File: src/integer_to_radix_ascii_core_assert.svh
// Assertion macros shared by the integer-to-radix-ASCII core.
// Depends on nothing; the macros expand to nothing when SYNTHESIS is defined.
`ifndef INTEGER_TO_RADIX_ASCII_CORE_ASSERT_SVH
`define INTEGER_TO_RADIX_ASCII_CORE_ASSERT_SVH
`ifndef SYNTHESIS
`define ITOA_ASSERT(label, clk, rst, prop, msg) \
   label: assert property (@(posedge clk) disable iff (rst) prop) else $error(msg);
`define ITOA_ASSERT_NEVER(label, clk, rst, expr, msg) \
   label: assert property (@(posedge clk) disable iff (rst) !(expr)) else $error(msg);
`else
`define ITOA_ASSERT(label, clk, rst, prop, msg)
`define ITOA_ASSERT_NEVER(label, clk, rst, expr, msg)
`endif
`endif

File: src/itoa_pkg.sv
// Package for the integer-to-radix-ASCII core: sizes, command and status types,
// and the radix clamp and digit-to-character functions. Depends on nothing.
`default_nettype none
package itoa_pkg;

   localparam int VALUE_FIELD_BITS = 32;
   localparam int VALUE_BITS       = 32;
   localparam int MAX_DIGITS       = 32;
   localparam int RADIX_BITS       = 6;
   localparam int CHAR_BITS        = 7;
   localparam int BITS_PER_CYCLE   = 8;

   localparam int DIV_CYCLES = (VALUE_BITS + BITS_PER_CYCLE - 1) / BITS_PER_CYCLE;
   localparam int DIV_BITS   = DIV_CYCLES * BITS_PER_CYCLE;
   localparam int WIDE_BITS  = (DIV_BITS > VALUE_FIELD_BITS) ? DIV_BITS : VALUE_FIELD_BITS;
   localparam int STEP_BITS  = (DIV_CYCLES > 1) ? $clog2(DIV_CYCLES) : 1;
   localparam int CNT_BITS   = $clog2(MAX_DIGITS + 1);
   localparam int IDX_BITS   = $clog2(MAX_DIGITS);

   localparam logic [RADIX_BITS-1:0] RADIX_RESET = RADIX_BITS'(10);
   localparam logic [RADIX_BITS-1:0] RADIX_MIN   = RADIX_BITS'(2);
   localparam logic [RADIX_BITS-1:0] RADIX_MAX   = RADIX_BITS'(36);
   localparam logic [RADIX_BITS-1:0] DIGIT_MAX   = RADIX_BITS'(35);
   localparam logic [CHAR_BITS-1:0]  CHAR_ZERO   = CHAR_BITS'(48);
   localparam logic [CHAR_BITS-1:0]  CHAR_LETTER = CHAR_BITS'(55);

   typedef struct packed {
      logic load;
      logic div_step;
      logic digit_done;
      logic emit_read;
      logic emit_out;
   } cmd_type;

   typedef struct packed {
      logic quot_zero;
      logic count_full;
      logic emit_last;
   } status_type;

   function automatic logic [RADIX_BITS-1:0] clamp_radix(input logic [RADIX_BITS-1:0] r);
      logic [RADIX_BITS-1:0] res;
      if (r < RADIX_MIN) begin
         res = RADIX_MIN;
      end else if (r > RADIX_MAX) begin
         res = RADIX_MAX;
      end else begin
         res = r;
      end
      return res;
   endfunction

   function automatic logic [CHAR_BITS-1:0] digit_to_char(input logic [RADIX_BITS-1:0] d);
      logic [RADIX_BITS-1:0] dc;
      logic [CHAR_BITS-1:0]  res;
      dc = (d > DIGIT_MAX) ? DIGIT_MAX : d;
      if (dc < RADIX_BITS'(10)) begin
         res = CHAR_ZERO + CHAR_BITS'(dc);
      end else begin
         res = CHAR_LETTER + CHAR_BITS'(dc);
      end
      return res;
   endfunction

endpackage
`default_nettype wire

File: src/itoa_ctrl.sv
// Controller state machine for the integer-to-radix-ASCII core.
// Depends on itoa_pkg and the assertion macro header.
`default_nettype none
`include "integer_to_radix_ascii_core_assert.svh"
module itoa_ctrl (
   input  wire logic               clock,
   input  wire logic               reset,
   input  wire logic               start,
   output logic                    busy,
   input  wire itoa_pkg::status_type status,
   output itoa_pkg::cmd_type       cmd
);
   import itoa_pkg::*;

   localparam logic [1:0] S_IDLE    = 2'd0;
   localparam logic [1:0] S_DIV     = 2'd1;
   localparam logic [1:0] S_EMIT_RD = 2'd2;
   localparam logic [1:0] S_EMIT_WR = 2'd3;

   localparam logic [STEP_BITS-1:0] STEP_LAST = STEP_BITS'(DIV_CYCLES - 1);

   logic [1:0]           state_ff, state_in;
   logic [STEP_BITS-1:0] step_ff, step_in;

   always_comb begin
      state_in = state_ff;
      step_in  = step_ff;
      cmd      = '0;
      case (state_ff)
         S_IDLE: begin
            if (start) begin
               cmd.load = 1'b1;
               step_in  = '0;
               state_in = S_DIV;
            end
         end
         S_DIV: begin
            cmd.div_step = 1'b1;
            if (step_ff == STEP_LAST) begin
               cmd.digit_done = 1'b1;
               step_in        = '0;
               if (status.quot_zero || status.count_full) begin
                  state_in = S_EMIT_RD;
               end
            end else begin
               step_in = step_ff + STEP_BITS'(1);
            end
         end
         S_EMIT_RD: begin
            cmd.emit_read = 1'b1;
            state_in      = S_EMIT_WR;
         end
         S_EMIT_WR: begin
            cmd.emit_out = 1'b1;
            state_in     = status.emit_last ? S_IDLE : S_EMIT_RD;
         end
         default: begin
            state_in = S_IDLE;
         end
      endcase
   end

   always_ff @(posedge clock) begin
      if (reset) begin
         state_ff <= S_IDLE;
         step_ff  <= '0;
      end else begin
         state_ff <= state_in;
         step_ff  <= step_in;
      end
   end

   assign busy = (state_ff != S_IDLE);

   `ITOA_ASSERT(a_start_busy, clock, reset, (start && !busy) |=> busy,
                "Accepted transfer did not make the core busy.")
   `ITOA_ASSERT(a_cmd_onehot, clock, reset,
                $onehot0({cmd.load, cmd.div_step, cmd.emit_read, cmd.emit_out}),
                "More than one datapath command issued in one cycle.")
   `ITOA_ASSERT(a_done_after_last, clock, reset,
                $fell(busy) |-> ($past(reset) || $past(cmd.emit_out && status.emit_last)),
                "Core went idle before the last character was sent.")
endmodule
`default_nettype wire

File: src/itoa_dpath.sv
// Datapath for the integer-to-radix-ASCII core: radix register, multi-bit restoring
// divider, digit memory and result registers. Depends on itoa_pkg and the macro header.
`default_nettype none
`include "integer_to_radix_ascii_core_assert.svh"
module itoa_dpath (
   input  wire logic                            clock,
   input  wire logic                            reset,
   input  wire logic                            csr_valid,
   input  wire logic [itoa_pkg::RADIX_BITS-1:0] csr_radix,
   input  wire logic [itoa_pkg::VALUE_FIELD_BITS-1:0] req_value,
   input  wire itoa_pkg::cmd_type               cmd,
   output itoa_pkg::status_type                 status,
   output logic                                 rsp_strobe,
   output logic [itoa_pkg::CHAR_BITS-1:0]       rsp_digit_char,
   output logic                                 rsp_last_digit
);
   import itoa_pkg::*;

   logic [RADIX_BITS-1:0] radix_ff;
   logic [DIV_BITS-1:0]   quot_ff, quot_in;
   logic [RADIX_BITS:0]   rem_ff, rem_in;
   logic [CNT_BITS-1:0]   count_ff;
   logic [CNT_BITS-1:0]   emit_ff;
   logic [RADIX_BITS-1:0] rd_data_ff;
   logic                  strobe_ff;
   logic [CHAR_BITS-1:0]  char_ff;
   logic                  last_ff;
   logic [RADIX_BITS-1:0] digit_mem [MAX_DIGITS];

   logic [WIDE_BITS-1:0]  wide_value;
   logic [RADIX_BITS:0]   divisor;
   logic [CNT_BITS-1:0]   rd_addr;

   assign wide_value = WIDE_BITS'(req_value) & ~({WIDE_BITS{1'b1}} << VALUE_BITS);
   assign divisor    = {1'b0, radix_ff};
   assign rd_addr    = count_ff - CNT_BITS'(1) - emit_ff;

   always_comb begin
      rem_in  = rem_ff;
      quot_in = quot_ff;
      for (int i = 0; i < BITS_PER_CYCLE; i++) begin
         rem_in  = {rem_in[RADIX_BITS-1:0], quot_in[DIV_BITS-1]};
         quot_in = quot_in << 1;
         if (rem_in >= divisor) begin
            rem_in     = rem_in - divisor;
            quot_in[0] = 1'b1;
         end
      end
   end

   assign status.quot_zero  = (quot_in == '0);
   assign status.count_full = (count_ff == CNT_BITS'(MAX_DIGITS - 1));
   assign status.emit_last  = ((emit_ff + CNT_BITS'(1)) == count_ff);

   always_ff @(posedge clock) begin
      if (reset) begin
         radix_ff  <= RADIX_RESET;
         count_ff  <= '0;
         emit_ff   <= '0;
         strobe_ff <= 1'b0;
      end else begin
         if (csr_valid) begin
            radix_ff <= clamp_radix(csr_radix);
         end
         strobe_ff <= cmd.emit_out;
         if (cmd.load) begin
            count_ff <= '0;
            emit_ff  <= '0;
         end else begin
            if (cmd.digit_done) begin
               count_ff <= count_ff + CNT_BITS'(1);
            end
            if (cmd.emit_out) begin
               emit_ff <= emit_ff + CNT_BITS'(1);
            end
         end
      end
   end

   always_ff @(posedge clock) begin
      if (cmd.load) begin
         quot_ff <= wide_value[DIV_BITS-1:0];
         rem_ff  <= '0;
      end else if (cmd.div_step) begin
         quot_ff <= quot_in;
         rem_ff  <= cmd.digit_done ? '0 : rem_in;
      end
      if (cmd.emit_out) begin
         char_ff <= digit_to_char(rd_data_ff);
         last_ff <= status.emit_last;
      end
   end

   always_ff @(posedge clock) begin
      if (cmd.digit_done) begin
         digit_mem[count_ff[IDX_BITS-1:0]] <= rem_in[RADIX_BITS-1:0];
      end
      if (cmd.emit_read) begin
         rd_data_ff <= digit_mem[rd_addr[IDX_BITS-1:0]];
      end
   end

   assign rsp_strobe     = strobe_ff;
   assign rsp_digit_char = char_ff;
   assign rsp_last_digit = last_ff;

   `ITOA_ASSERT(a_strobe_gap, clock, reset, rsp_strobe |=> !rsp_strobe,
                "Two characters were sent in back-to-back cycles.")
   `ITOA_ASSERT_NEVER(a_store_overflow, clock, reset,
                      cmd.digit_done && (count_ff >= CNT_BITS'(MAX_DIGITS)),
                      "Digit written beyond the end of the digit store.")
   `ITOA_ASSERT(a_radix_range, clock, reset,
                (radix_ff >= RADIX_MIN) && (radix_ff <= RADIX_MAX),
                "Radix register holds a value outside the supported range.")
endmodule
`default_nettype wire

File: src/integer_to_radix_ascii_core.sv
// Top level of the integer-to-radix-ASCII core: joins controller and datapath.
// Depends on itoa_pkg, itoa_ctrl and itoa_dpath.
//
// A value is taken when start is high and busy is low, and is converted in the radix held
// in the csr register (written values below 2 or above 36 are clamped). Each digit comes
// from a restoring divider that retires eight quotient bits per cycle, and each character
// then takes a digit memory read followed by a write to the output register. Characters
// come most significant first, each on the rsp ports for exactly one cycle while
// rsp_strobe is high, never in two consecutive cycles, with rsp_last_digit set on the
// final one. The receiver cannot stall, so it must take every transfer in the cycle it
// is shown. Zero gives "0".
`default_nettype none
module integer_to_radix_ascii_core (
   input  wire logic                                  clock,
   input  wire logic                                  reset,
   input  wire logic                                  start,
   output logic                                       busy,
   input  wire logic [itoa_pkg::VALUE_FIELD_BITS-1:0] req_value,
   output logic                                       rsp_strobe,
   output logic [itoa_pkg::CHAR_BITS-1:0]             rsp_digit_char,
   output logic                                       rsp_last_digit,
   input  wire logic                                  csr_valid,
   output logic                                       csr_ready,
   input  wire logic [itoa_pkg::RADIX_BITS-1:0]       csr_radix
);
   import itoa_pkg::*;

   cmd_type    cmd;
   status_type status;

   assign csr_ready = 1'b1;

   itoa_ctrl u_ctrl (
      .clock  (clock),
      .reset  (reset),
      .start  (start),
      .busy   (busy),
      .status (status),
      .cmd    (cmd)
   );

   itoa_dpath u_dpath (
      .clock          (clock),
      .reset          (reset),
      .csr_valid      (csr_valid && csr_ready),
      .csr_radix      (csr_radix),
      .req_value      (req_value),
      .cmd            (cmd),
      .status         (status),
      .rsp_strobe     (rsp_strobe),
      .rsp_digit_char (rsp_digit_char),
      .rsp_last_digit (rsp_last_digit)
   );
endmodule
`default_nettype wire
File: config.mk
export PLATFORM = sky130hd
export DESIGN_NAME = integer_to_radix_ascii_core
export DESIGN_NICKNAME = d
export VERILOG_FILES = /design/src/itoa_pkg.sv /design/src/itoa_ctrl.sv /design/src/itoa_dpath.sv /design/src/integer_to_radix_ascii_core.sv
export VERILOG_INCLUDE_DIRS = /design/src /design/src/src
export SDC_FILE = /design/constraint.sdc
export NUM_CORES = 1
export LEC_CHECK = 0
export BUFFER_PORTS_ARGS = -buffer_cell sky130_fd_sc_hd__buf_4
export CELL_PAD_IN_SITES_DETAIL_PLACEMENT = 0
export CELL_PAD_IN_SITES_GLOBAL_PLACEMENT = 1
export CORE_MARGIN = 2
export CORE_UTILIZATION = 34
export DETAILED_ROUTE_END_ITERATION = 16
export GPL_ROUTABILITY_DRIVEN = 0
export HOLD_SLACK_MARGIN = 0.02
export PLACE_DENSITY = 0.62
export SETUP_SLACK_MARGIN = 0.2
export SLEW_MARGIN = 20
export SYNTH_ARGS = -nofsm -noshare
export SYNTH_HDL_FRONTEND = slang
export SYNTH_HIERARCHICAL = 1
export SYNTH_SLANG_ARGS = --single-unit
File: constraint.sdc
create_clock -name clock -period 41.6 [get_ports clock]
set_input_delay 12.48 -clock clock [delete_from_list [all_inputs] [get_ports clock]]
set_output_delay 12.48 -clock clock [all_outputs]
set_load 0.05 [all_outputs]
==> impl_metrics.ini, run 1 <==
[synthesis]
synth_cells = 1058
yosysSeqAreaShare_pct = 54.80
yosys.area.top_type = edfxtp_1
synth_edf_count = 238
async_flop_share_pct = 0
yosysWarnings = 6
synth_area_mm2 = 0.01410
avgSynthCellArea_um2 = 13.33
synth.distinct_cells = 82
synth_top_cell_area_share_pct = 50.68
synth_nets = 1168
synthTopCellsByArea = edfxtp_1, mux4_2, ha_1, dfxtp_1, mux2_2
ys_ff_latch = 267
synthFlopType = edfxtp_1

[detailed_routing]
vias = 8852
drc = 0
drtIter0Drc = 602
wl_per_cell_um = 20.55
viasPerCell = 5.294
first_pass_iters = 5
wirelength_um = 34360
ant_nets = 0

[clock_network]
clk_pin_slew_worst_paths_ns = 0.07
htree_levels = 1
cts_root_buf = clkbuf_16
cts_setup_buffers = 0
cts_hold_buf = 0
cts_buffer_depth = 3
post_cts_resized = 0
clkSinkCount = 267
cts_tree = built
cts_inserted_buffers = 30
clk_latency_ns = 0.60

[die]
num_rows = 74
pin_count = 53
die_width_um = 207.7
start_util_pct = 34.46
die_area_mm2 = 0.04312
core_mm2 = 0.04092
die_h_um = 207.7

[critical_path]
path_common_cell = ha_1
path_max_fanout = 32
cpPeakStageDelay_ns = 0.87
crit_path_start_kind = flip-flop
end_kind = flip-flop
worstSetupPathType = reg -> reg
arrival_ns = 20.70
cp_slowest_cell = and2_1
r2r_setup_slack_ns = 21.11
rr_startpoint = u_dpath/radix_ff[1]
required_ns = 41.80
worstSetupStartpoint = u_dpath/radix_ff[1]

[place]
port_buffers = 51
post-place-ws_ns = 20.98
dp_hpwl_um = 23980

[grt]
grt_pass1_wl_um = 53530
grtUsageTotal_pct = 15.86
overflow = 0
grt_antenna_before_repair = 0
grt_max_degree = 50
grt_pass1_vias = 9023

[layout]
area_growth_syn_to_layout_pct = 14.28
fillers = 3903
fin_nets = 1230
diodes = 0
drive_above_1_share_pct = 20.70
post-route-util_pct = 39.38

[timing]
fin_skew_ns = 0.05180
finalMaxSlewViolations = 0
finalCritPeriodShare_pct = 49.26
finalCriticalPeriod_ns = 20.49
slew_headroom_pct = 28.25
hold_viol_final = 0
rsz0062_at_grt = no
layout_setup_ws_ns = 21.11
setup_tns_ns = 0
setup_viol = 0
clock.fmax_ghz = 0.04880
whs_ns = 0.4728
worst-slew-pin-transition_ns = 1.076

[min_path]
worstHoldPathType = reg -> reg
min-delay-start = u_dpath/radix_ff[4]

[job]
cap_violations = 0

[status]
status = completed
-- path summary, 6_finish.rpt --
path	endpoint	depth (start not counted)
setup / recovery	u_dpath/digit_mem[23][1]	72
hold / removal	u_dpath/radix_ff[4]	2
hold reg to reg	u_dpath/radix_ff[4]	2
setup reg to reg	u_dpath/digit_mem[23][1]	72
-- sequential cells by signal, indices dropped and copies added, names as in the netlist --
| signal | count |
|---|---|
| u_dpath/digit_mem | 192 |
| u_dpath/quot_ff | 32 |
| u_dpath/rsp_digit_char | 7 |
| u_dpath/count_ff | 6 |
| u_dpath/emit_ff | 6 |
| u_dpath/radix_ff | 6 |
| u_dpath/rd_data_ff | 6 |
| u_dpath/rem_ff | 6 |
| u_ctrl/state_ff | 2 |
| u_ctrl/step_ff | 2 |
| u_dpath/rsp_last_digit | 1 |
| u_dpath/rsp_strobe | 1 |
-- per-layer routing --
| layer | vias to the layer above | share of wire [%] | GRT usage, % |
|---|---|---|---|
| met4 | 0 | 1.8 | 3.840 |
| met3 | 42 | 3.9 | 1.967 |
| li1 | 4212 | - | - |
| met2 | 200 | 47 | 25.84 |
| met5 | - | 0 | 0 |
| met1 | 4398 | 48 | 22.60 |
-- per-stage QoR --
stage               instance area, µm²  instances
floorplan                        14100       1058
global placement                 15130       1619
detailed placement               15130       1619
CTS                              16080       1671
global route                     16110       1672
finish                           16110       1672
-- worst max-delay path: cells and delay by family (launching register included) --
family / cells / cell delay (ns)
AOI/OAI and AO/OA: 39 / 10.54
and+or+nand+nor: 18 / 4.43
adders and majority gates: 8 / 2.58
buffers and inverters: 5 / 1.02
muxes: 2 / 0.76
DFF: 1 / 0.75
-- area by class of cell --
cell class                 count  area [µm²]  share of cell area, %
multi-input combinational    702        6073                  37.69
sequential                   267        7727                  47.95
clock buffer                  40       808.3                  5.016
clock inverter                12       136.4                 0.8463
inverter                      56       210.2                  1.304
tap                          532       665.6                  4.131
timing repair buffer          63       493.0                  3.059
-- logic make-up after synthesis --
group           count (synthesis)  share of synthesized area, %
xor+xnor                       41                         2.547
other cells                     1                       0.02659
mux                           120                         14.29
fa+ha+maj                      68                         6.513
compound gates                195                         9.512
simple gates                  277                         9.840
buf+inv                        89                         2.476
flops                         267                         54.80
-- synthesized netlist by cell type, drive strengths merged (5+ instances only) --
master and count:
a211oi 6, a21o 14, a21oi 41, a31oi 6, and2 8, buf 8, clkbuf 25, dfxtp 29
edfxtp 238, fa 9, ha 59, inv 56, mux2 44, mux2i 16, mux4 60, nand2 51
nand2b 18, nand3 20, nand4 11, nor2 95, nor2b 17, nor3 11, nor3b 5, nor4 13
o211ai 6, o21a 12, o21ai 55, o221ai 7, o22ai 5, o31a 7, or3 6, xnor2 21
xor2 20
-- cells in the final DEF, fill, tap and decap left out, types with 5 or more instances in the layout --
master | Yosys | routed
clkbuf_16 | 0 | 30
nor4_1 | 13 | 13
o21ai_1 | 9 | 9
o21a_1 | 12 | 12
nor2_1 | 95 | 94
and2_1 | 7 | 6
fa_1 | 9 | 8
mux4_2 | 60 | 60
clkbuf_1 | 25 | 8
a21o_1 | 14 | 14
o21ai_0 | 45 | 44
a31oi_1 | 6 | 6
inv_1 | 56 | 56
nand3_1 | 20 | 20
o221ai_1 | 7 | 7
buf_4 | 1 | 62
o211ai_1 | 6 | 6
nand4_1 | 11 | 11
xnor2_1 | 21 | 20
nand2_1 | 50 | 50
dfxtp_1 | 29 | 29
nor2b_1 | 17 | 17
or3_1 | 5 | 5
nor3b_1 | 5 | 5
a211oi_1 | 6 | 6
mux2_2 | 41 | 41
nand2b_1 | 18 | 18
nor3_1 | 11 | 11
ha_1 | 59 | 58
mux2i_1 | 16 | 16
o31a_1 | 7 | 7
a21oi_1 | 38 | 36
edfxtp_1 | 238 | 238
xor2_1 | 20 | 20
Power of run 1 is left out: the tool's default activity adds up to more than one toggle a clock period on the data nets, which glitch-free logic cannot reach.
==> run 2: changes to the inputs <==
clock period = 21.4 ns   (was 41.6 ns; I/O delays follow)
==> impl_metrics.ini, run 2 (same netlist as run 1, synthesis figures left out) <==
[grt]
grtUsageTotal_pct = 16.08
grt_antenna_before_repair = 0
grt_max_degree = 50
grt_pass1_wl_um = 53960
grt_pass1_vias = 9012
overflow = 0

[layout]
fin_nets = 1233
drive_above_1_share_pct = 21.78
final_cell_mix = edfxtp_1, nor2_1, buf_4, mux4_2, ha_1
mostFrequentLayoutCell = edfxtp_1
area_growth_syn_to_layout_pct = 14.97
post-route-util_pct = 39.61
largest_reg_flops = 192
diodes = 0
fillers = 3887

[die]
num_rows = 74
die_area_mm2 = 0.04312
core_mm2 = 0.04092
start_util_pct = 34.46
die_width_um = 207.7
pin_count = 53
die_h_um = 207.7

[clock_network]
htree_levels = 1
cts_tree = built
clk_latency_ns = 0.58
cts_hold_buf = 0
cts_setup_buffers = 0
cts_buffer_depth = 3
clkSinkCount = 267
cts_root_buf = clkbuf_16
cts_inserted_buffers = 31
post_cts_resized = 0
clk_pin_slew_worst_paths_ns = 0.06

[timing]
finalCriticalPeriod_ns = 19.49
rsz0062_at_grt = no
worst-slew-pin-transition_ns = 0.8938
hold_viol_final = 0
setup_tns_ns = 0
setup_viol = 0
fin_skew_ns = 0.02260
finalCritPeriodShare_pct = 91.08
finalMaxSlewViolations = 0
clock.fmax_ghz = 0.05130
slew_headroom_pct = 40.12

[status]
status = completed

[critical_path]
r2r-end = u_dpath/digit_mem[11][5]
arrival_ns = 19.75
worstSetupStartpoint = u_dpath/radix_ff[4]
end_kind = flip-flop
cpPeakStageDelay_ns = 0.63
crit_path_start_kind = flip-flop
path_max_fanout = 32
r2r_cells = 72
rr_startpoint = u_dpath/radix_ff[4]
cp_slowest_cell = a311oi_2
required_ns = 21.66
r2r_setup_slack_ns = 1.91
worstSetupPathType = reg -> reg
crit_path_end = u_dpath/digit_mem[11][5]
path_common_cell = ha_1

[place]
port_buffers = 51
dp_hpwl_um = 24510

[detailed_routing]
vias = 8937
wirelength_um = 35640
first_pass_iters = 5
wl_per_cell_um = 21.21
ant_nets = 0
viasPerCell = 5.320
drtIter0Drc = 631
drc = 0

[min_path]
worstHoldPathType = reg -> reg

[job]
cap_violations = 0
-- run 2: worst min path at each step --
stage / start / endpoint / slack [ns] / depth (start not counted)
global placement: u_ctrl/step_ff[1] / u_ctrl/step_ff[1] / 0.46 / 2
global route: u_dpath/radix_ff[4] / u_dpath/radix_ff[4] / 0.50 / 2
finish: u_dpath/radix_ff[4] / u_dpath/radix_ff[4] / 0.47 / 2
CTS: u_dpath/radix_ff[4] / u_dpath/radix_ff[4] / 0.48 / 2
detailed placement: u_dpath/radix_ff[4] / u_dpath/radix_ff[4] / 0.47 / 2
floorplan: u_dpath/rem_ff[5] / u_dpath/rem_ff[5] / 0.43 / 2
-- run 2: routing by layer --
layer	track usage, %	share of wire, %
met1	22.23	45
met2	26.54	48
met3	2.421	4.1
met4	4.109	2.5
met5	0	0
-- run 2: final cells by class --
| class | count | area, µm² | share of cell area, % |
|---|---|---|---|
| clock buffer | 37 | 798.3 | 4.924 |
| clock inverter | 21 | 171.4 | 1.057 |
| inverter | 56 | 210.2 | 1.297 |
| multi-input combinational | 704 | 6145 | 37.90 |
| sequential | 267 | 7729 | 47.67 |
| tap | 532 | 665.6 | 4.106 |
| timing repair buffer | 63 | 493.0 | 3.041 |
-- run 2: worst max-delay path: cells and delay by family, from the launching register on --
family                   cells  cell delay, ns
AO/OA/AOI/OAI               37            9.99
adder cells (fa/ha/maj)      8            2.72
AND/OR/NAND/NOR             18            4.06
flip-flops                   1            0.33
buffers and inverters        6            0.76
multiplexers                 3            1.27
-- run 2: per-stage QoR --
step                      std cells  setup WS (ns)  cell area, µm²  hold slack, ns
after floorplan                1058          3.850           14100          0.4270
after global placement         1619          1.573           15140          0.4627
after detailed placement       1619          1.170           15160          0.4712
after CTS                      1677          1.070           16130          0.4804
after global routing           1680         0.2308           16210          0.4989
final                          1680          1.908           16210          0.4726
Power of run 2 is left out for the same reason.
